==> config.mk <==
export PLATFORM = sky130hd
export DESIGN_NAME = rap_queue
export DESIGN_NICKNAME = d
export VERILOG_FILES = /design/src/design/rap_pkg.sv /design/src/design/rap_queue.sv
export SDC_FILE = /design/constraint.sdc
export NUM_CORES = 1
export LEC_CHECK = 0
export ABC_AREA = 1
export BUFFER_PORTS_ARGS = -buffer_cell sky130_fd_sc_hd__buf_2
export CAP_MARGIN = 20
export CORE_MARGIN = 1
export CORE_UTILIZATION = 59
export DETAILED_ROUTE_END_ITERATION = 7
export PLACE_DENSITY = 0.79
export SKIP_CTS_REPAIR_TIMING = 1
export SLEW_MARGIN = 20
export SYNTH_ARGS = -nofsm -noshare
export SYNTH_HDL_FRONTEND = slang
export SYNTH_SLANG_ARGS = --single-unit
==> constraint.sdc <==
create_clock -name clk -period 4.99 [get_ports clk]
set_input_delay 0.7485 -clock clk [delete_from_list [all_inputs] [get_ports clk]]
set_output_delay 0.7485 -clock clk [all_outputs]
set_load 0.02 [all_outputs]
==> src/design/rap_pkg.sv <==
package rap_pkg;

  localparam int FRAC_BITS      = 16;
  localparam int EXP_TABLE_BITS = 10;
  localparam int EXP_SIZE       = 1 << EXP_TABLE_BITS;
  localparam int QUEUE_DEPTH    = 4;
  localparam int QUEUE_AW       = $clog2(QUEUE_DEPTH);

  localparam logic [30:0] ONE_Q30   = 31'h4000_0000;
  localparam logic [30:0] LOG2E_Q30 = 31'd1549082005;
  localparam logic [31:0] MAX32     = 32'hFFFF_FFFF;

  // register indexes
  localparam logic [2:0] REG_INITIAL_FLUX      = 3'd0;
  localparam logic [2:0] REG_INV_HYDROGEN_MASS = 3'd1;
  localparam logic [2:0] REG_ABSORB_LENGTH     = 3'd2;
  localparam logic [2:0] REG_INV_CELL_LENGTH   = 3'd3;
  localparam logic [2:0] REG_MIN_FRACTION      = 3'd4;

  typedef logic [30:0] exp_tbl_t [EXP_SIZE];

  typedef struct packed {
    logic [31:0] initial_flux;
    logic [31:0] inv_hydrogen_mass;
    logic [31:0] absorb_length;
    logic [31:0] inv_cell_length;
    logic [15:0] min_fraction;
  } cfg_t;

  // one classified cell between the front and back parts
  typedef struct packed {
    logic        first_of_ray;
    logic [31:0] prior_rate;
    logic [31:0] n_h;
    logic [30:0] eq;
  } cell_t;

  function automatic logic [31:0] sat32(input logic [63:0] v);
    sat32 = (v[63:32] != '0) ? MAX32 : v[31:0];
  endfunction

  // floor square root, used only while the table is built
  function automatic logic [63:0] isqrt64(input logic [63:0] v);
    logic [63:0] r;
    logic [63:0] b;
    logic [63:0] x;
    r = '0;
    b = 64'h4000_0000_0000_0000;
    x = v;
    for (int k = 0; k < 32; k++) begin
      if (b != '0) begin
        if (b <= x) begin
          if (x >= r + b) begin
            x = x - (r + b);
            r = (r >> 1) + b;
          end else begin
            r = r >> 1;
          end
        end else if (r != '0) begin
          r = r >> 1;
        end
        b = b >> 2;
      end
    end
    isqrt64 = r;
  endfunction

  // exp(-k / 2^T * ln 2) in Q1.30, power-of-two steps
  function automatic exp_tbl_t build_exp_tbl();
    exp_tbl_t    t;
    logic [63:0] r;
    logic [63:0] p;
    r = 64'd1 << 29;
    for (int m = 0; m < EXP_TABLE_BITS; m++) r = isqrt64(r << 30);
    t[0] = ONE_Q30;
    for (int m = 1; m < EXP_SIZE; m++) begin
      p = 64'(t[m-1]) * r + (64'd1 << 29);
      t[m] = p[60:30];
    end
    build_exp_tbl = t;
  endfunction

endpackage

==> src/design/rap_queue.sv <==
module rap_queue
  import rap_pkg::*;
(
  input  logic  clk,
  input  logic  rst,
  input  logic  push,
  input  cell_t push_item,
  output logic  full,
  input  logic  pop,
  output cell_t head,
  output logic  empty
);

  cell_t                mem [QUEUE_DEPTH];
  logic [QUEUE_AW-1:0]  wr_ptr, rd_ptr;
  logic [QUEUE_AW:0]    count;

  assign full  = (count == (QUEUE_AW+1)'(QUEUE_DEPTH));
  assign empty = (count == '0);
  assign head  = mem[rd_ptr];

  // pointers and fill count
  always_ff @(posedge clk) begin
    if (rst) begin
      wr_ptr <= '0;
      rd_ptr <= '0;
      count  <= '0;
    end else begin
      if (push) wr_ptr <= wr_ptr + 1'b1;
      if (pop) rd_ptr <= rd_ptr + 1'b1;
      if (push && !pop) count <= count + 1'b1;
      else if (pop && !push) count <= count - 1'b1;
    end
  end

  always_ff @(posedge clk) begin
    if (push) mem[wr_ptr] <= push_item;
  end

endmodule

==> reports/qor.txt <==
outcome - finished, final reports clean
Critical-path top delay cell - inv_6
worst slew pin tran - 1.02 ns
final hold violation count - 0
die width - 160 um
global-route met1 utilization - 0.303
fraction of registers with async set/reset - 0
initial drt markers - 758
most common cell in the synthesized netlist - edfxtp_1
Initial Utilization - 0.604
GR Layer Usage met3 - 0.0740
max frequency - 0.283 GHz
Layout area overhead - 15.3%
synth top area cells - edfxtp_1 (78%), nor2_1 (5.0%), o22ai_1 (4.1%)
Max-cap violations - 0
Critical Path RT - 4.24 ns
Crit Path Class - register to output port
pwr dens - 426 nW/um^2
placed cells - 1460
sequential area share after synthesis - 0.796
H-tree Lvls - 2
min Tclk post-route - 3.53 ns
synth unique cells - 22
DR vias/cell - 5.69
leakage - 5.95 nW
fin. max-slew vios - 0
Final Cycle Share - 0.708
Clock transition at path regs - 0.06 ns
DP Wirelength - 16900 um
number of enable flip-flop cells after synthesis - 384
setup TNS - 0 ns
initial antenna violation count - 6
Vias - 8740
# rows - 57
Final ANT Viol Nets - 0
first-pass GRT wire length - 46500 um
endpoints failing setup - 0
clk buf depth - 3
CP Cell Sequence - inv_6 > buf_4 > nor2_1 > o22ai_1 > buf_2
utilization after layout - 0.696
post-synth top area share - 0.783
Die Y - 160 um
Worst Setup Start Kind - register
GRT Total Usage - 0.236
Synth area leader - edfxtp_1
die area - 25600 um^2
hold_ws - 0.410 ns
DRT Pass-1 Iters - 5
delay-heaviest family, CP - buffers and inverters
clock skew - 0.0130 ns
Rel. slew slack - 0.322
met2 Usage GRT - 0.388
critical path peak fanout - 124
Post-Layout Cell Count - 1537
Synth Flop Type - edfxtp_1
share of layout cells above drive strength 1 - 0.222
GRT busiest layer - met2
largest net degree at the start of global routing - 125
clock sinks - 393
Synth Instances - 986
Wirelength per Cell - 19.4 um
CTS tree - built
Worst Path Buf+Inv - 3
Num CTS Buffers - 39
CP max stage delay - 0.70 ns
CTS Root Cell - clkbuf_16
clock latency at the later pin of the worst-skew pair - 0.52 ns
reg2reg setup slack - 2.97 ns
vias in the first global route - 8764
syn nets - 1092
#FFs+latches synth - 393
Syn Area/Cell - 14.9 um^2
Synth Warn # - 0
I/O pin total - 198
# nets final - 1283
Post-Route WL - 29900 um
most frequent cells after synthesis - edfxtp_1 (384), nor2_1 (198), o21ai_0 (106)
CP Capture Type - output port
unrepaired setup endpoints after global routing - false
synthesized cell area - 14700 um^2
post-place setup slack - 2.02 ns
Core Box Area - 24400 um^2
routability cong. - 0.734
grt ovf - 0
Worst Path Arrival - 2.79 ns
Worst VDD drop - 0.348 mV
Port Buffer Count - 197
final worst setup slack - 1.46 ns
DRC - 0
Worst Hold Class - primary input to register
cells in the final DEF, fill, tap and decap left out:
master / n
ha_1: 5
clkinv_2: 5
inv_6: 2
a21oi_1: 3
o21ai_1: 91
inv_2: 1
buf_2: 197
nor2_1: 198
xor2_1: 1
dfxtp_4: 1
clkinv_1: 10
clkbuf_16: 41
nand2_1: 9
inv_1: 11
clkbuf_1: 12
diode_2: 7
nor3_1: 2
nand4_1: 1
bufinv_16: 1
o22ai_1: 96
nand3_1: 1
o21ai_0: 106
dfxtp_1: 7
buf_4: 15
inv_4: 4
dfxtp_2: 1
fa_1: 1
edfxtp_1: 384
cells by family after synthesis:
kind of cell,after synthesis,share of synthesized area
fa+ha+maj,6,0.00561
simple gates,211,0.0542
flops,393,0.796
buf+inv,79,0.0353
compound gates,296,0.109
xor+xnor,1,0.000595
state kept, by name, summed over array words and instances, names as in the netlist, named ones only:
signal,flops
mem,384
count,3
rd_ptr,2
wr_ptr,2
metal layers:
layer  up-vias  part of all wire  wire length, um
met4         2             0.020              605
li1       4122                 -                -
met2       320              0.48            14400
met5         -           0.00027                8
met1      4247              0.40            12000
met3        49             0.096             2860
worst reg2reg max path, cell delays in order (launching register included):
cell,delay [ns]
dfxtp_1,0.33
inv_1,0.11
ha_1,0.16
nand2_1,0.08
inv_4,0.31
buf_4,0.64
layout make-up:
type,count,area (um^2)
Sequential cell,393,11700
Fill cell,1657,7410
Multi-Input combinational cell,514,2490
Timing Repair Buffer,212,1100
Clock buffer,53,1070
Tap cell,324,405
Clock inverter,17,101
Inverter,17,78.8
Antenna cell,7,17.5
path summary, 6_finish.rpt:
check,cells past startpoint,endpoint,startpoint
setup / recovery,5,head[41],register
hold / removal,2,count[0],rst
setup reg to reg,5,mem[0][42],wr_ptr[0]
hold reg to reg,1,register,rd_ptr[1]
per-stage QoR:
| step | instance area (um^2) | power [W] |
|---|---|---|
| final | 17000 | 0.00723 |
| after global routing | 17000 | 0.00747 |
| after CTS | 17000 | 0.00727 |
| after detailed placement | 15800 | 0.00461 |
| after global placement | 15800 | 0.00458 |
| after floorplan | 14700 | 0.00435 |
power by group:
group | switching, W | total (W) | internal [W]
Combinational | 0.000513 | 0.000720 | 0.000208
Sequential | 0.0000408 | 0.00381 | 0.00377
Clock | 0.00114 | 0.00269 | 0.00155
Total | 0.00169 | 0.00723 | 0.00553
(Power assumes the default switching activity.)
