## src/design/rap_pkg.sv

```systemverilog
package rap_pkg;

  localparam int FRAC_BITS      = 16;
  localparam int EXP_TABLE_BITS = 10;
  localparam int EXP_SIZE       = 1 << EXP_TABLE_BITS;
  localparam int QUEUE_DEPTH    = 4;
  localparam int QUEUE_AW       = $clog2(QUEUE_DEPTH);

  localparam logic [30:0] ONE_Q30   = 31'h4000_0000;
  localparam logic [30:0] LOG2E_Q30 = 31'd1549082005;
  localparam logic [31:0] MAX32     = 32'hFFFF_FFFF;

  // register indexes
  localparam logic [2:0] REG_INITIAL_FLUX      = 3'd0;
  localparam logic [2:0] REG_INV_HYDROGEN_MASS = 3'd1;
  localparam logic [2:0] REG_ABSORB_LENGTH     = 3'd2;
  localparam logic [2:0] REG_INV_CELL_LENGTH   = 3'd3;
  localparam logic [2:0] REG_MIN_FRACTION      = 3'd4;

  typedef logic [30:0] exp_tbl_t [EXP_SIZE];

  typedef struct packed {
    logic [31:0] initial_flux;
    logic [31:0] inv_hydrogen_mass;
    logic [31:0] absorb_length;
    logic [31:0] inv_cell_length;
    logic [15:0] min_fraction;
  } cfg_t;

  // one classified cell between the front and back parts
  typedef struct packed {
    logic        first_of_ray;
    logic [31:0] prior_rate;
    logic [31:0] n_h;
    logic [30:0] eq;
  } cell_t;

  function automatic logic [31:0] sat32(input logic [63:0] v);
    sat32 = (v[63:32] != '0) ? MAX32 : v[31:0];
  endfunction

  // floor square root, used only while the table is built
  function automatic logic [63:0] isqrt64(input logic [63:0] v);
    logic [63:0] r;
    logic [63:0] b;
    logic [63:0] x;
    r = '0;
    b = 64'h4000_0000_0000_0000;
    x = v;
    for (int k = 0; k < 32; k++) begin
      if (b != '0) begin
        if (b <= x) begin
          if (x >= r + b) begin
            x = x - (r + b);
            r = (r >> 1) + b;
          end else begin
            r = r >> 1;
          end
        end else if (r != '0) begin
          r = r >> 1;
        end
        b = b >> 2;
      end
    end
    isqrt64 = r;
  endfunction

  // exp(-k / 2^T * ln 2) in Q1.30, power-of-two steps
  function automatic exp_tbl_t build_exp_tbl();
    exp_tbl_t    t;
    logic [63:0] r;
    logic [63:0] p;
    r = 64'd1 << 29;
    for (int m = 0; m < EXP_TABLE_BITS; m++) r = isqrt64(r << 30);
    t[0] = ONE_Q30;
    for (int m = 1; m < EXP_SIZE; m++) begin
      p = 64'(t[m-1]) * r + (64'd1 << 29);
      t[m] = p[60:30];
    end
    build_exp_tbl = t;
  endfunction

endpackage

```

## src/design/rap_if.sv

```systemverilog


interface rap_out_if;
  logic        valid;
  logic        ready;
  logic [31:0] new_rate;
  logic        ray_ended;
  logic [31:0] exit_flux;
  modport source (output valid, new_rate, ray_ended, exit_flux, input ready);
  modport sink (input valid, new_rate, ray_ended, exit_flux, output ready);
endinterface


```

## src/design/rap_back.sv

```systemverilog
module rap_back
  import rap_pkg::*;
(
  input  logic        clk,
  input  logic        rst,
  input  cfg_t        cfg,
  input  cell_t       head,
  input  logic        empty,
  output logic        pop,
  rap_out_if.source   rates
);

  localparam logic [2:0] S_IDLE = 3'd0;
  localparam logic [2:0] S_LOAD = 3'd1;
  localparam logic [2:0] S_M1   = 3'd2;
  localparam logic [2:0] S_M2   = 3'd3;
  localparam logic [2:0] S_M3   = 3'd4;
  localparam logic [2:0] S_M4   = 3'd5;
  localparam logic [2:0] S_DIV  = 3'd6;
  localparam logic [2:0] S_FIN  = 3'd7;

  logic [2:0]  state;
  logic [31:0] running_flux;
  logic        stopped;
  logic [31:0] nh, prior, flux_next, kph;
  logic [30:0] eq;
  logic        byp, zero;
  logic [31-FRAC_BITS:0] t_hi;
  logic [63:0] lo, prod, quo;
  logic [31:0] rem;
  logic [5:0]  cnt;
  logic [47:0] thr;
  logic [31:0] mul_x, mul_y;
  logic [79:0] sum;
  logic [32:0] r2;
  logic        out_free;
  logic [32:0] rate_sum;
  logic        stop;

  assign out_free = !rates.valid || rates.ready;
  assign pop      = (state == S_IDLE) && !empty;
  assign sum      = 80'(lo) + {prod[47:0], 32'b0};
  assign r2       = {rem, quo[63]};
  assign rate_sum = 33'(prior) + 33'(kph);
  assign stop     = {flux_next, 16'b0} < thr;

  // shared multiplier operands
  always_comb begin
    mul_x = '0;
    mul_y = '0;
    unique case (state)
      S_LOAD: begin
        mul_x = running_flux;
        mul_y = 32'(eq);
      end
      S_M1: begin
        mul_x = running_flux;
        mul_y = zero ? cfg.absorb_length : 32'(ONE_Q30 - eq);
      end
      S_M2: begin
        mul_x = zero ? prod[FRAC_BITS+31:FRAC_BITS] : prod[61:30];
        mul_y = cfg.inv_cell_length;
      end
      S_M3: begin
        mul_x = 32'(t_hi);
        mul_y = cfg.inv_cell_length;
      end
      default: begin
        mul_x = '0;
        mul_y = '0;
      end
    endcase
  end

  always_ff @(posedge clk) begin
    prod <= 64'(mul_x) * 64'(mul_y);
    thr  <= 48'(cfg.initial_flux) * 48'(cfg.min_fraction);
  end

  // sequencer for one cell
  always_ff @(posedge clk) begin
    if (rst) begin
      state        <= S_IDLE;
      running_flux <= '0;
      stopped      <= 1'b0;
      rates.valid  <= 1'b0;
    end else begin
      // result valid set on issue, cleared once taken
      if (state == S_FIN && out_free) rates.valid <= 1'b1;
      else if (rates.ready) rates.valid <= 1'b0;
      unique case (state)
        S_IDLE: begin
          if (!empty) begin
            if (head.first_of_ray) begin
              running_flux <= cfg.initial_flux;
              stopped      <= 1'b0;
            end
            byp   <= stopped && !head.first_of_ray;
            zero  <= (head.n_h == '0);
            nh    <= head.n_h;
            eq    <= head.eq;
            prior <= head.prior_rate;
            state <= (stopped && !head.first_of_ray) ? S_FIN : S_LOAD;
          end
        end
        S_LOAD: state <= S_M1;
        S_M1: begin
          flux_next <= prod[61:30];
          state     <= S_M2;
        end
        S_M2: begin
          t_hi  <= prod[63:FRAC_BITS+32];
          state <= S_M3;
        end
        S_M3: begin
          if (zero) begin
            lo    <= prod;
            state <= S_M4;
          end else begin
            quo   <= prod;
            rem   <= '0;
            cnt   <= '0;
            state <= S_DIV;
          end
        end
        S_M4: begin
          kph   <= (sum[79:FRAC_BITS+32] != '0) ? MAX32 : sum[FRAC_BITS+31:FRAC_BITS];
          state <= S_FIN;
        end
        S_DIV: begin
          // one restoring step per cycle
          if (r2 >= 33'(nh)) begin
            rem <= 32'(r2 - 33'(nh));
            quo <= {quo[62:0], 1'b1};
          end else begin
            rem <= r2[31:0];
            quo <= {quo[62:0], 1'b0};
          end
          cnt <= cnt + 1'b1;
          if (cnt == 6'd63) state <= S_FIN;
        end
        S_FIN: begin
          if (out_free) begin
            if (byp) begin
              rates.new_rate  <= prior;
              rates.ray_ended <= 1'b1;
              rates.exit_flux <= '0;
            end else begin
              rates.new_rate  <= rate_sum[32] ? MAX32 : rate_sum[31:0];
              rates.ray_ended <= stop;
              rates.exit_flux <= stop ? '0 : flux_next;
              running_flux    <= stop ? '0 : flux_next;
              if (stop) stopped <= 1'b1;
            end
            state <= S_IDLE;
          end
        end
        default: state <= S_IDLE;
      endcase
      // divider result, saturated
      if (state == S_DIV && cnt == 6'd63) begin
        kph <= (quo[62:31] != '0) ? MAX32 : {quo[30:0], r2 >= 33'(nh)};
      end
    end
  end

endmodule

```

## src/flat_wrapper.sv

```systemverilog
// flat-port wrapper written by rule: the top's interface ports become plain ports
module rap_back_flat import rap_pkg::*;
  (clk, rst, cfg, head, empty, pop, rates_valid, rates_new_rate, rates_ray_ended, rates_exit_flux, rates_ready);
  rap_out_if rates_i ();
  input  logic clk;
  input  logic rst;
  input  cfg_t cfg;
  input  cell_t head;
  input  logic empty;
  output logic pop;
  output wire logic [$bits(rates_i.valid)-1:0] rates_valid;
  output wire logic [$bits(rates_i.new_rate)-1:0] rates_new_rate;
  output wire logic [$bits(rates_i.ray_ended)-1:0] rates_ray_ended;
  output wire logic [$bits(rates_i.exit_flux)-1:0] rates_exit_flux;
  input wire logic [$bits(rates_i.ready)-1:0] rates_ready;
  assign rates_valid = rates_i.valid;
  assign rates_new_rate = rates_i.new_rate;
  assign rates_ray_ended = rates_i.ray_ended;
  assign rates_exit_flux = rates_i.exit_flux;
  assign rates_i.ready = rates_ready;
  rap_back u_core (.clk(clk), .rst(rst), .cfg(cfg), .head(head), .empty(empty), .pop(pop), .rates(rates_i));
endmodule
```

## config.mk

```make
export PLATFORM = sky130hd
export DESIGN_NAME = rap_back_flat
export DESIGN_NICKNAME = d
export VERILOG_FILES = /design/src/design/rap_pkg.sv /design/src/design/rap_if.sv /design/src/design/rap_back.sv /design/src/flat_wrapper.sv
export SDC_FILE = /design/constraint.sdc
export NUM_CORES = 2
export LEC_CHECK = 0
export ABC_AREA = 1
export ABC_CLOCK_PERIOD_IN_PS = 17300
export BUFFER_PORTS_ARGS = -buffer_cell sky130_fd_sc_hd__buf_4
export CORE_MARGIN = 2
export CORE_UTILIZATION = 60
export CTS_BUF_LIST = sky130_fd_sc_hd__clkbuf_8 sky130_fd_sc_hd__clkbuf_16
export CTS_CLUSTER_SIZE = 40
export DETAILED_ROUTE_END_ITERATION = 12
export PLACE_DENSITY = 0.84
export SYNTH_ARGS = -nofsm -noshare
export SYNTH_HDL_FRONTEND = slang
export SYNTH_SLANG_ARGS = --single-unit
export TNS_END_PERCENT = 20
```

## constraint.sdc

```tcl
create_clock -name clk -period 17.3 [get_ports clk]
set_clock_uncertainty 0.05 [all_clocks]
set_input_delay 2.595 -clock clk [delete_from_list [all_inputs] [get_ports clk]]
set_output_delay 2.595 -clock clk [all_outputs]
set_load 0.005 [all_outputs]
```

==> results.py <==
metrics = {
    "finish": {
        "fill_cells": 10597,
        "final_util": 0.6462,
        "fin_cells": 11320,
        "drive_gt1_frac": 0.06037,
        "fin_nets": 11600,
        "syn_to_final_growth_pct": 7.167,
        "stdcell_area_um2": 83570,
    },
    "floorplanning": {
        "rows": 132,
        "core_area_um2": 129300,
        "fp.dieH_um": 364.5,
        "die_area_um2": 132900,
        "ioPinCount": 311,
        "die_width_um": 364.5,
        "start_util": 0.6030,
    },
    "timing": {
        "drv_slew": 0,
        "setup_violations": 0,
        "tightestPinTransition_ns": 1.355,
        "rsz0062_at_grt": "false",
        "hold_viol": 0,
        "layout_min_cycle_time_ns": 10.59,
        "fin_crit_sh": 0.6120,
        "holdWs_ns": 0.4508,
        "slew_headroom": 0.09678,
        "fmax_mhz": 94.46,
        "final.setup.tns_ns": 0,
    },
    "global_route": {
        "grt_pass1_wl_um": 397200,
        "grt.total_usage": 0.3973,
        "grt_overflow": 0,
        "antenna_found_initial": 13,
        "grt_pass1_vias": 69183,
        "grt_max_degree": 102,
    },
    "logic_synthesis": {
        "yosysUniqueCellTypes": 61,
        "synth_compound_area_frac": 0.07090,
        "yosys-top-cells-area": "fa_1 (34%), edfxtp_1 (15%), nand2_1 (10%)",
        "synth_nets": 11524,
        "yosysSeqAreaShare": 0.1892,
        "synthFlopType": "edfxtp_1",
        "synth_edf_count": 392,
        "syn_avg_cell_area_um2": 8.252,
        "yosys_warnings": 0,
        "synthAdderAreaFrac": 0.4204,
        "synth_top_area_share": 0.3381,
        "async_flop_share": 0,
        "ys_ff_latch": 541,
        "syn_area_um2": 77980,
        "synthXorXnorAreaFrac": 0.02235,
        "netlist_instances": 9450,
        "synth_mux_area_frac": 0,
        "synth_top_area_cell": "fa_1",
        "synth_top_family_by_area": "adder cells",
        "synth_simple_gate_area_frac": 0.1736,
    },
    "run_status": {
        "outcome": "complete, no violations",
    },
    "power": {
        "p_leak_nw": 41.74,
        "powerDensity_nw_per_um2": 188.6,
        "vdd_drop_max_mv": 0.3141,
    },
    "placement": {
        "gp_congestion": 1.015,
        "io_buffers": 278,
        "placed_area_um2": 81650,
        "dp_cells": 11209,
        "dpl.hpwl_um": 200400,
    },
    "detailed_routing": {
        "met2_length_um": 113200,
        "vias": 67003,
        "final_antenna_net_count": 0,
        "dr.max_layer_used": "met5",
        "wl_um": 261900,
        "vias_per_cell": 5.919,
        "dr_wl_met3_um": 34800,
        "wl_met1_um": 93820,
        "wire_per_inst_um": 23.14,
        "drc": 0,
        "dr.pass1.iters": 8,
        "drt_iter0_drc": 7881,
    },
    "clock_network": {
        "path_clk_slew_ns": 0.06,
        "cts_setup_buffers": 0,
        "cts_max_level": 2,
        "cts_tree": "yes",
        "numCtsBuffers": 57,
        "clockBufferDepth": 3,
        "cts_sinks": 541,
        "post_cts_resized": 0,
        "hold_buffers": 0,
        "cts.root.buffer_cell": "clkbuf_16",
        "worstSkewPairLatency_ns": 0.66,
    },
    "critical_path": {
        "crit_path_start_kind": "input pin",
        "r2r_cells": 30,
        "cp_data_required_time_ns": 17.80,
        "cp.arrival_ns": 11.08,
        "cp-end-kind": "register",
        "crit_fanout": 22,
        "path_class": "in2reg",
    },
    "worst_hold_path": {
        "hp-class": "reg2reg",
        "holdPathStages": 2,
    },
    "run": {
        "cap_violations": 0,
    },
}
worst max-delay path, cell delays in order:
cell and delay, ns:
buf_4 0.11, nor2_1 0.10, nor2_1 0.07, o21ai_0 0.10
nand2_1 0.40, inv_1 1.05, nor2_1 0.14, fa_1 0.59
inv_1 0.07, fa_1 0.48, fa_1 0.49, fa_1 0.56
inv_1 0.06, fa_1 0.44, fa_1 0.48, fa_1 0.60
fa_1 0.48, ha_1 0.46, nand2_1 0.14, nor2_1 0.27
nand2_1 0.12, nor4_1 0.44, nand3_1 0.15, nand3_1 0.29
a41oi_1 0.18, xor2_1 0.17
final cells by class:
class,instances,area [um2],area share
repair buffers,394,2958,0.03539
multi-input cells,6391,53720,0.6428
clock buffers,66,1573,0.01882
diodes,3,7.507,0.00008983
inverters,2141,8039,0.09620
flip-flops and latches,541,14750,0.1766
clock inverters,42,339.1,0.004057
well taps,1742,2180,0.02608
metrics by stage:
step	worst slack, ns	total power [mW]
after detailed placement	6.249	13.93
after global placement	6.359	13.68
final	6.713	15.76
after global routing	6.344	16.84
after CTS	6.921	15.29
after floorplan	7.180	9.927
synth_stat cells, types with 5 or more instances:
master,count
nand2_1,2159
inv_1,2119
fa_1,1317
nor2_1,836
ha_1,513
a21oi_1,453
edfxtp_1,392
clkbuf_1,259
o21ai_0,228
nand3_1,173
dfxtp_1,149
xnor2_1,103
buf_2,100
xor2_1,96
a31oi_1,95
nand4_1,78
nor3_1,46
o211ai_1,45
a22oi_1,29
a21o_1,27
o21a_1,26
nor4_1,25
or2_2,23
o21bai_1,17
clkinv_1,12
buf_1,10
inv_2,10
and3_1,9
nand3b_1,9
a21boi_0,8
a21boi_1,8
nand2_2,7
o221ai_1,6
a211oi_1,5
a21boi_2,5
nor2_4,5
metal layers:
metal / track usage / vias to the layer above
li1: - / 28752
met4: 0.2392 / 16
met5: 0 / -
met3: 0.1162 / 1265
met2: 0.6075 / 4586
met1: 0.5012 / 32384
flip-flops by register name, summed over array words and instances, names as in the netlist, 16 cells and up:
signal,flops
u_core.thr,48
u_core.running_flux,32
u_core.flux_next,32
u_core.lo,48
u_core.rates.exit_flux,32
u_core.prod,64
u_core.eq,31
u_core.rates.new_rate,32
u_core.t_hi,16
u_core.rem,32
u_core.kph,32
u_core.prior,32
u_core.nh,32
u_core.quo,64
logic make-up (layout without fill, tap and decap cells):
group,count (synthesis),after routing
AND/OR/NAND/NOR,3388,3388
XOR/XNOR,199,199
adder cells (fa/ha/maj),1830,1830
other,0,3
buffers and inverters,2518,2643
AO/OA/AOI/OAI,974,974
flip-flops,541,541
where the power goes:
group / switching [mW] / leakage, nW / internal [mW] / total, mW
clock network: 0.590 / 0.966 / 0.689 / 1.28
registers: 0.282 / 4.77 / 1.79 / 2.07
logic: 8.31 / 36.0 / 4.09 / 12.4
path summary, 6_finish.rpt:
kind	start	slack, ns	endpoint
max	cfg[61]	6.71	u_core.prod[63]
min reg2reg	u_core.running_flux[23]	0.45	u_core.running_flux[23]
min	u_core.running_flux[23]	0.45	u_core.running_flux[23]
max reg2reg	u_core.state[2]	6.72	u_core.prod[62]
cells in the final DEF (no fill, tap or decap), types with 45 or more instances in the layout:
master / synthesis / routed
nand2_1: 2159 / 2158
inv_1: 2119 / 2123
fa_1: 1317 / 1317
nor2_1: 836 / 831
ha_1: 513 / 513
a21oi_1: 453 / 450
buf_4: 3 / 394
edfxtp_1: 392 / 392
o21ai_0: 228 / 228
nand3_1: 173 / 173
dfxtp_1: 149 / 149
xnor2_1: 103 / 103
xor2_1: 96 / 96
a31oi_1: 95 / 95
nand4_1: 78 / 78
clkbuf_16: 0 / 59
o211ai_1: 45 / 45
No activity file was read; power rests on OpenSTA's default activity.
